**src/hw/rtl/thread_slot_round_robin_scheduler_core_assert.svh**
```systemverilog
// Assertion macros used by the scheduler top level.
`ifndef THREAD_SLOT_ROUND_ROBIN_SCHEDULER_CORE_ASSERT_SVH
`define THREAD_SLOT_ROUND_ROBIN_SCHEDULER_CORE_ASSERT_SVH

// Same-cycle implication, checked on every rising edge outside reset.
`define TSRR_ASSERT_NOW(label, ante, cons) \
  label: assert property (@(posedge clk) disable iff (rst) (ante) |-> (cons)) \
    else $error("scheduler same-cycle check failed");

// Next-cycle implication, checked on every rising edge outside reset.
`define TSRR_ASSERT_NEXT(label, ante, cons) \
  label: assert property (@(posedge clk) disable iff (rst) (ante) |=> (cons)) \
    else $error("scheduler next-cycle check failed");

`endif

```
**src/hw/rtl/tsrr_pkg.sv**
```systemverilog
// Package: request and response types, codes and control/status structs.
`default_nettype none
package tsrr_pkg;

  localparam int SLOT_COUNT_DEF = 16;

  localparam logic [2:0] KIND_CREATE = 3'd0;
  localparam logic [2:0] KIND_YIELD  = 3'd1;
  localparam logic [2:0] KIND_FINISH = 3'd2;
  localparam logic [2:0] KIND_JOIN   = 3'd3;
  localparam logic [2:0] KIND_GETID  = 3'd4;

  localparam logic [1:0] OUT_OK   = 2'd0;
  localparam logic [1:0] OUT_ERR  = 2'd1;
  localparam logic [1:0] OUT_WAIT = 2'd2;
  localparam logic [1:0] OUT_DONE = 2'd3;

  typedef struct packed {
    logic [2:0]         kind;
    logic [7:0]         target_thread;
    logic signed [31:0] exit_code;
  } req_t;

  typedef struct packed {
    logic [1:0]         outcome;
    logic [3:0]         thread_id;
    logic signed [31:0] exit_value;
  } rsp_t;

  typedef struct packed {
    logic       load_req;
    logic       start_create;
    logic       start_yield;
    logic       step;
    logic       finish_mark;
    logic       create_claim;
    logic       yield_take;
    logic       join_free;
    logic       res_load;
    logic [1:0] res_outcome;
    logic       res_id_scan;
    logic       res_xval_mem;
    logic       push;
  } cmd_t;

  typedef struct packed {
    logic [2:0] kind;
    logic       target_oor;
    logic       target_alive;
    logic       target_zombie;
    logic       scan_free;
    logic       scan_alive;
    logic       idx_last;
    logic       k_last;
    logic       cur_alive;
    logic       out_free;
  } sts_t;

endpackage
`default_nettype wire

```
**src/hw/rtl/tsrr_datapath.sv**
```systemverilog
// Datapath: slot status bits, exit value memory, scan counters, result registers.
`default_nettype none
module tsrr_datapath
  import tsrr_pkg::*;
#(
  parameter int SLOT_COUNT = SLOT_COUNT_DEF
) (
  input  wire  clk,
  input  wire  rst,
  input  req_t req,
  input  wire  rsp_stall,
  output logic rsp_valid,
  output rsp_t rsp,
  input  cmd_t cmd,
  output sts_t sts
);

  localparam int SW = (SLOT_COUNT > 1) ? $clog2(SLOT_COUNT) : 1;

  logic [SLOT_COUNT-1:0] alive;
  logic [SLOT_COUNT-1:0] zombie;
  logic [SW-1:0]         current;
  logic [SW-1:0]         idx;
  logic [SW-1:0]         k;
  req_t                  req_q;
  rsp_t                  res_q;
  logic [31:0]           exit_mem [SLOT_COUNT];
  logic [31:0]           rd_data;

  logic [SW-1:0]         target_idx;
  logic [SW-1:0]         idx_inc;
  logic [SW-1:0]         cur_inc;
  logic [SW+3:0]         idx_ext;
  logic [SW+3:0]         cur_ext;

  assign target_idx = req_q.target_thread[SW-1:0];
  assign idx_inc    = (idx == SW'(SLOT_COUNT - 1)) ? '0 : idx + 1'b1;
  assign cur_inc    = (current == SW'(SLOT_COUNT - 1)) ? '0 : current + 1'b1;
  assign idx_ext    = {4'b0, idx};
  assign cur_ext    = {4'b0, current};

  always_comb begin
    sts.kind          = req_q.kind;
    sts.target_oor    = {1'b0, req_q.target_thread} >= 9'(SLOT_COUNT);
    sts.target_alive  = alive[target_idx];
    sts.target_zombie = zombie[target_idx];
    sts.scan_free     = !alive[idx] && !zombie[idx];
    sts.scan_alive    = alive[idx];
    sts.idx_last      = idx == SW'(SLOT_COUNT - 1);
    sts.k_last        = k == SW'(SLOT_COUNT - 1);
    sts.cur_alive     = alive[current];
    sts.out_free      = !rsp_valid || !rsp_stall;
  end

  // Slot state, current index and output valid.
  always_ff @(posedge clk) begin
    if (rst) begin
      alive     <= SLOT_COUNT'(1);
      zombie    <= '0;
      current   <= '0;
      rsp_valid <= 1'b0;
    end else begin
      if (cmd.finish_mark) begin
        alive[current]  <= 1'b0;
        zombie[current] <= 1'b1;
      end
      if (cmd.create_claim) begin
        alive[idx] <= 1'b1;
      end
      if (cmd.yield_take) begin
        current <= idx;
      end
      if (cmd.join_free) begin
        zombie[target_idx] <= 1'b0;
      end
      if (cmd.push) begin
        rsp_valid <= 1'b1;
      end else if (!rsp_stall) begin
        rsp_valid <= 1'b0;
      end
    end
  end

  // Request, scan counters and result payload.
  always_ff @(posedge clk) begin
    if (cmd.load_req) begin
      req_q <= req;
    end
    if (cmd.start_create) begin
      idx <= '0;
      k   <= '0;
    end else if (cmd.start_yield) begin
      idx <= cur_inc;
      k   <= SW'(1);
    end else if (cmd.step) begin
      idx <= idx_inc;
      k   <= k + 1'b1;
    end
    if (cmd.res_load) begin
      res_q.outcome    <= cmd.res_outcome;
      res_q.thread_id  <= cmd.res_id_scan ? idx_ext[3:0] : cur_ext[3:0];
      res_q.exit_value <= cmd.res_xval_mem ? rd_data : 32'sd0;
    end
    if (cmd.push) begin
      rsp <= res_q;
    end
  end

  // Exit value store: write on finish, read at the join target.
  always_ff @(posedge clk) begin
    if (cmd.finish_mark) begin
      exit_mem[current] <= req_q.exit_code;
    end
    rd_data <= exit_mem[target_idx];
  end

endmodule
`default_nettype wire

```
**src/hw/rtl/tsrr_controller.sv**
```systemverilog
// Controller: request sequencing state machine for the slot scheduler.
`default_nettype none
module tsrr_controller
  import tsrr_pkg::*;
(
  input  wire  clk,
  input  wire  rst,
  input  wire  req_valid,
  output logic req_stall,
  input  sts_t sts,
  output cmd_t cmd
);

  localparam logic [2:0] S_IDLE   = 3'd0;
  localparam logic [2:0] S_DECODE = 3'd1;
  localparam logic [2:0] S_CREATE = 3'd2;
  localparam logic [2:0] S_YIELD  = 3'd3;
  localparam logic [2:0] S_JOIN   = 3'd4;
  localparam logic [2:0] S_DONE   = 3'd5;

  logic [2:0] state;
  logic [2:0] state_next;
  logic       join_wait;
  logic       join_wait_next;

  assign req_stall = state != S_IDLE;

  always_comb begin
    cmd            = '0;
    state_next     = state;
    join_wait_next = join_wait;
    case (state)
      S_IDLE: begin
        if (req_valid) begin
          cmd.load_req = 1'b1;
          state_next   = S_DECODE;
        end
      end
      S_DECODE: begin
        case (sts.kind)
          KIND_CREATE: begin
            cmd.start_create = 1'b1;
            state_next       = S_CREATE;
          end
          KIND_YIELD: begin
            cmd.start_yield = 1'b1;
            join_wait_next  = 1'b0;
            state_next      = S_YIELD;
          end
          KIND_FINISH: begin
            cmd.finish_mark = 1'b1;
            cmd.start_yield = 1'b1;
            join_wait_next  = 1'b0;
            state_next      = S_YIELD;
          end
          KIND_JOIN: begin
            if (sts.target_oor || (!sts.target_alive && !sts.target_zombie)) begin
              cmd.res_load    = 1'b1;
              cmd.res_outcome = OUT_ERR;
              state_next      = S_DONE;
            end else if (sts.target_alive) begin
              cmd.start_yield = 1'b1;
              join_wait_next  = 1'b1;
              state_next      = S_YIELD;
            end else begin
              cmd.join_free = 1'b1;
              state_next    = S_JOIN;
            end
          end
          KIND_GETID: begin
            cmd.res_load    = 1'b1;
            cmd.res_outcome = OUT_OK;
            state_next      = S_DONE;
          end
          default: begin
            cmd.res_load    = 1'b1;
            cmd.res_outcome = OUT_ERR;
            state_next      = S_DONE;
          end
        endcase
      end
      S_CREATE: begin
        if (sts.scan_free) begin
          cmd.create_claim = 1'b1;
          cmd.res_load     = 1'b1;
          cmd.res_outcome  = OUT_OK;
          cmd.res_id_scan  = 1'b1;
          state_next       = S_DONE;
        end else if (sts.idx_last) begin
          cmd.res_load    = 1'b1;
          cmd.res_outcome = OUT_ERR;
          state_next      = S_DONE;
        end else begin
          cmd.step = 1'b1;
        end
      end
      S_YIELD: begin
        if (sts.scan_alive) begin
          cmd.yield_take  = 1'b1;
          cmd.res_load    = 1'b1;
          cmd.res_outcome = join_wait ? OUT_WAIT : OUT_OK;
          cmd.res_id_scan = 1'b1;
          state_next      = S_DONE;
        end else if (sts.k_last) begin
          cmd.res_load    = 1'b1;
          cmd.res_outcome = join_wait ? OUT_WAIT : (sts.cur_alive ? OUT_OK : OUT_DONE);
          state_next      = S_DONE;
        end else begin
          cmd.step = 1'b1;
        end
      end
      S_JOIN: begin
        cmd.res_load     = 1'b1;
        cmd.res_outcome  = OUT_OK;
        cmd.res_xval_mem = 1'b1;
        state_next       = S_DONE;
      end
      S_DONE: begin
        if (sts.out_free) begin
          cmd.push   = 1'b1;
          state_next = S_IDLE;
        end
      end
      default: begin
        state_next = S_IDLE;
      end
    endcase
  end

  always_ff @(posedge clk) begin
    if (rst) begin
      state     <= S_IDLE;
      join_wait <= 1'b0;
    end else begin
      state     <= state_next;
      join_wait <= join_wait_next;
    end
  end

endmodule
`default_nettype wire

```
**src/hw/rtl/thread_slot_round_robin_scheduler_core.sv**
```systemverilog
// Top level of the round robin thread slot scheduler.
// Sequence: accept, decode, then for create, yield, finish and waiting joins a slot scan (one
// slot per cycle) that loads the result; get id and rejected joins load it at decode, and a
// reaping join loads it in a separate join state that reads the stored exit value.
// One request at a time; the next transfer is taken once the result sits in the output register.
// Synchronous active-high reset: slot 0 alive and current, all other slots unused.
`default_nettype none
`include "thread_slot_round_robin_scheduler_core_assert.svh"
module thread_slot_round_robin_scheduler_core
  import tsrr_pkg::*;
#(
  parameter int SLOT_COUNT = SLOT_COUNT_DEF
) (
  input  wire  clk,
  input  wire  rst,
  input  wire  req_valid,
  output logic req_stall,
  input  req_t req,
  output logic rsp_valid,
  input  wire  rsp_stall,
  output rsp_t rsp
);

  // Command and status between the sequencer and the datapath.
  cmd_t cmd;
  sts_t sts;

  // Sequencer: decode each transfer, run the create or yield scan, hand off the result.
  tsrr_controller u_ctrl (
    .clk       (clk),
    .rst       (rst),
    .req_valid (req_valid),
    .req_stall (req_stall),
    .sts       (sts),
    .cmd       (cmd)
  );

  // Datapath: hold slot status, exit values and the output register.
  tsrr_datapath #(
    .SLOT_COUNT (SLOT_COUNT)
  ) u_dp (
    .clk       (clk),
    .rst       (rst),
    .req       (req),
    .rsp_stall (rsp_stall),
    .rsp_valid (rsp_valid),
    .rsp       (rsp),
    .cmd       (cmd),
    .sts       (sts)
  );

  // A taken request keeps the input stalled in the next cycle while it is served.
  `TSRR_ASSERT_NEXT(a_busy_after_transfer, req_valid && !req_stall, req_stall)
  // Only a successful join carries a nonzero exit value.
  `TSRR_ASSERT_NOW(a_xval_only_on_ok, rsp_valid && (rsp.exit_value != 0), rsp.outcome == OUT_OK)
  // A new result is never loaded while the input side is idle.
  `TSRR_ASSERT_NOW(a_push_needs_request, !req_stall, !cmd.push)

endmodule
`default_nettype wire
```
**config.mk**
```make
export PLATFORM = sky130hd
export DESIGN_NAME = thread_slot_round_robin_scheduler_core
export DESIGN_NICKNAME = d
export VERILOG_FILES = /design/src/hw/rtl/tsrr_pkg.sv /design/src/hw/rtl/tsrr_datapath.sv /design/src/hw/rtl/tsrr_controller.sv /design/src/hw/rtl/thread_slot_round_robin_scheduler_core.sv
export VERILOG_INCLUDE_DIRS = /design/src /design/src/hw/rtl
export SDC_FILE = /design/constraint.sdc
export NUM_CORES = 1
export LEC_CHECK = 0
export ABC_AREA = 1
export BUFFER_PORTS_ARGS = -buffer_cell sky130_fd_sc_hd__buf_2
export CORE_MARGIN = 5
export CORE_UTILIZATION = 56
export DETAILED_ROUTE_END_ITERATION = 12
export GPL_TIMING_DRIVEN = 0
export PLACE_DENSITY = 0.86
export SETUP_SLACK_MARGIN = 0.2
export SKIP_LAST_GASP = 1
export SLEW_MARGIN = 20
export SYNTH_ARGS = -nofsm -noshare
export SYNTH_HDL_FRONTEND = slang
export SYNTH_SLANG_ARGS = --single-unit
```
**constraint.sdc**
```tcl
create_clock -name clk -period 3 [get_ports clk]
set_clock_uncertainty 0.15 [all_clocks]
set_input_delay 0.45 -clock clk [delete_from_list [all_inputs] [get_ports clk]]
set_output_delay 0.45 -clock clk [all_outputs]
set_load 0.01 [all_outputs]
```
==> results_dict.tcl <==
set metrics [dict create \
    status "complete, no violations" \
    fillers 3040 \
    cp_cell_sequence "buf_6 -> buf_2 -> buf_2 -> clkbuf_1 -> nand3_1 -> a31oi_1 -> or3_1" \
    p_per_area_nw_per_um2 822 \
    synth_nets 2041 \
    min_from "rst" \
    dpl-instance-area_sq_um 29100 \
    ys.flop_type "edfxtp_1" \
    reg2reg_depth 7 \
    r2r_slack_ns 0.18 \
    power.total_uw 26500 \
    cts_buffers 69 \
    reg2reg_to "u_dp.rd_data[20]$_DFF_P_" \
    dieArea_sq_um 53000 \
    wire_per_inst_um 25.2 \
    first_pass_iters 8 \
    grt_max_degree 24 \
    cpPeakStageDelay_ns 0.56 \
    drc 0 \
    avgViaCountPerCell 6.34 \
    worst_ep_required_time_ns 3.37 \
    whs_endpoint "u_ctrl.join_wait$_SDFFE_PP0P_" \
    finalSetupTns_ns 0 \
    design.core.area_sq_um 47800 \
    overflow 0 \
    cp_slowest_cell "clkbuf_1" \
    design_area_sq_um 32300 \
    seq_area_frac_synth_pct 75.8 \
    path_clk_slew_ns 0.06 \
    start_kind "register" \
    yosysMostFrequentCell "edfxtp_1" \
    synthTopCellsByCount "edfxtp_1 (631), nand2_1 (294), nand3_1 (169)" \
    yosysUniqueCellTypes 37 \
    crit_top_cell "buf_2" \
    synth_top_area_cell "edfxtp_1" \
    hp-class "in -> reg" \
    r2r_start "u_dp.req_q[33]$_DFFE_PP_" \
    die_height_um 230 \
    end_kind "register" \
    place_hpwl_um 45600 \
    vias 18500 \
    cts_tree "yes" \
    ys_warn_count 0 \
    synthCells 1985 \
    async_flop_share_pct 0 \
    path_class "reg -> reg" \
    irDropWorstVdd_mv 0.477 \
    place.gp.congestion 0.910 \
    grt_pass1_wl_um 108000 \
    ys_ff_latch 712 \
    holdWs_ns 0.0818 \
    p_leak_uw 0.0110 \
    final_nets 2307 \
    post-route-period-util_pct 94.0 \
    period_needed_ns 2.82 \
    drive_above_1_share_pct 16.7 \
    n_antenna_cell 0 \
    hold_viol 0 \
    netlist_area_sq_um 27200 \
    crit_family "buffers and inverters" \
    root_buffer "clkbuf_16" \
    whs_path_depth 4 \
    worstMarginPinSlew_ns 1.15 \
    start_util_pct 56.7 \
    clkSinkCount 712 \
    grt_util_all_layers_pct 27.1 \
    path_buf_inv 4 \
    clk_latency_ns 0.62 \
    synth_edf_count 631 \
    grt_pass1_vias 18200 \
    rows 80 \
    grt_antenna_before_repair 1 \
    ant_nets 0 \
    maxSlewHeadroom_pct 23.1 \
    fmax_ghz 0.354 \
    num_io_pins 87 \
    cp_max_fo 10 \
    syn_area_per_cell_sq_um 13.7 \
    rsz0062_at_grt "yes" \
    place_inst 2713 \
    arrival_ns 3.19 \
    fin_cells 2921 \
    area_growth_pct 18.9 \
    io_buffer_count 86 \
    synth_top_area_share_pct 69.8 \
    drt_iter0_drc 2896 \
    synth_area_leaders "edfxtp_1 (70%), dfxtp_1 (6.0%), nand2_1 (4.1%)" \
    slew_violations 0 \
    die_w_um 230 \
    setup-violations-final 0 \
    maxCapViolations 0 \
    htreeDepth 3 \
    finalWirelength_um 73600 \
    clock_path_buffers 3 \
]
==> cell families (layout without fill, tap and decap cells) <==
group,after synthesis,count (layout),share of synthesized area (%)
compound gates,369,369,9.00
buf+inv,219,540,3.48
xor+xnor,2,2,0.0645
fa+ha+maj,9,9,0.415
simple gates,674,674,11.3
flops,712,712,75.8
==> final cells by class <==
class                           instances  area, sq um  share of cell area (%)
Timing Repair Buffer                  195         1980                    6.14
Sequential cell                       712        20600                    63.7
Tap cell                              615          769                    2.38
Clock inverter                         22          251                   0.779
Clock buffer                          104         1940                    6.00
Inverter                              116          440                    1.36
Multi-Input combinational cell       1054         5800                    18.0
Buffer                                103          533                    1.65
==> what timing repair did <==
item / 4_1_cts / 5_1_grt
hold endpoints to repair: 44 / 0
gates resized for setup: 8 / 21
hold buffers: 44 / 0
gates cloned: 0 / 1
endpoints found under the setup margin: 415 / 65
buffers inserted: 19 / 18
pin swaps: 12 / 4
==> power by group <==
| part | leakage (uW) | internal (uW) | switching [uW] |
|---|---|---|---|
| clock | 0.00105 | 4790 | 3630 |
| combinational | 0.00359 | 1670 | 3480 |
| sequential | 0.00638 | 12200 | 750 |
| total | 0.0110 | 18700 | 7870 |
==> flip-flops by register name (all words and copies together), names as in the netlist <==
signal and cells:
u_dp.exit_mem 512, u_dp.req_q 40, u_dp.res_q 38, u_dp.rsp 38, u_dp.rd_data 32, u_dp.alive 16, u_dp.zombie 16, u_dp.current 4
u_dp.idx 4, u_dp.k 4, u_ctrl.state 3, u_dp.sts 3, u_ctrl.join_wait 1, u_dp.rsp_valid 1
==> layout by cell type (no fill, tap or decap), types with 5 or more instances in the layout <==
cell type | netlist | final
o21ai_1 | 16 | 15
buf_6 | 6 | 8
or2_0 | 32 | 32
nand2_2 | 6 | 8
nor2_2 | 5 | 7
buf_16 | 0 | 17
nand3_1 | 169 | 169
buf_2 | 35 | 120
or3_1 | 32 | 32
buf_1 | 9 | 7
clkbuf_16 | 0 | 70
clkinv_2 | 0 | 5
a21oi_1 | 41 | 40
buf_4 | 9 | 33
a31oi_1 | 128 | 128
a22oi_2 | 20 | 20
nor2_1 | 103 | 84
inv_1 | 107 | 107
a22oi_1 | 108 | 108
nor3_1 | 12 | 12
edfxtp_1 | 631 | 631
dfxtp_1 | 81 | 81
nor2_4 | 1 | 18
clkbuf_8 | 0 | 8
buf_12 | 0 | 21
dlygate4sd3_1 | 0 | 44
nand2_1 | 294 | 291
clkbuf_1 | 44 | 65
ha_1 | 9 | 9
nor3_2 | 12 | 12
clkinv_1 | 2 | 5
o21ai_0 | 53 | 52
inv_2 | 7 | 5
clkbuf_2 | 0 | 8
==> routing by layer <==
metal | global-route usage [%] | wire length, um | up-vias | part of all wire (%)
li1 | - | - | 7865 | -
met1 | 34.2 | 24700 | 8775 | 34
met2 | 44.4 | 35100 | 1558 | 48
met3 | 6.76 | 9910 | 318 | 13
met4 | 12.9 | 3810 | 4 | 5.2
met5 | 0 | 42 | - | 0.057
==> how the worst max path moves through the flow <==
stage	startpoint	endpoint	slack, ns	cells after the start
after global routing	u_dp.req_q[35]$_DFFE_PP_	u_dp.res_q[22]$_SDFFCE_PN0P_	0.14	12
after global placement	u_dp.current[2]$_SDFFE_PP0P_	u_dp.zombie[15]$_SDFF_PP0_	-1.70	7
after CTS	u_dp.req_q[33]$_DFFE_PP_	u_dp.res_q[19]$_SDFFCE_PN0P_	0.21	15
after floorplan	u_dp.req_q[32]$_DFFE_PP_	u_dp.res_q[0]$_SDFFCE_PN0P_	-0.25	12
final	u_dp.req_q[33]$_DFFE_PP_	u_dp.rd_data[20]$_DFF_P_	0.18	7
after detailed placement	u_dp.current[0]$_SDFFE_PP0P_	u_dp.exit_mem[12][16]$_DFFE_PP_	-0.25	7
==> stage by stage <==
stage	utilization [%]	setup WS, ns
floorplan	-	-0.252
global placement	59.4	-1.70
detailed placement	60.9	-0.245
CTS	67.1	0.213
global route	67.5	0.137
finish	67.5	0.179
==> worst min-delay path, cell delays in order <==
cell,delay (ns)
buf_2,0.10
inv_1,0.10
o21ai_0,0.09
a21oi_1,0.04
No activity file was read; power rests on OpenSTA's default activity.
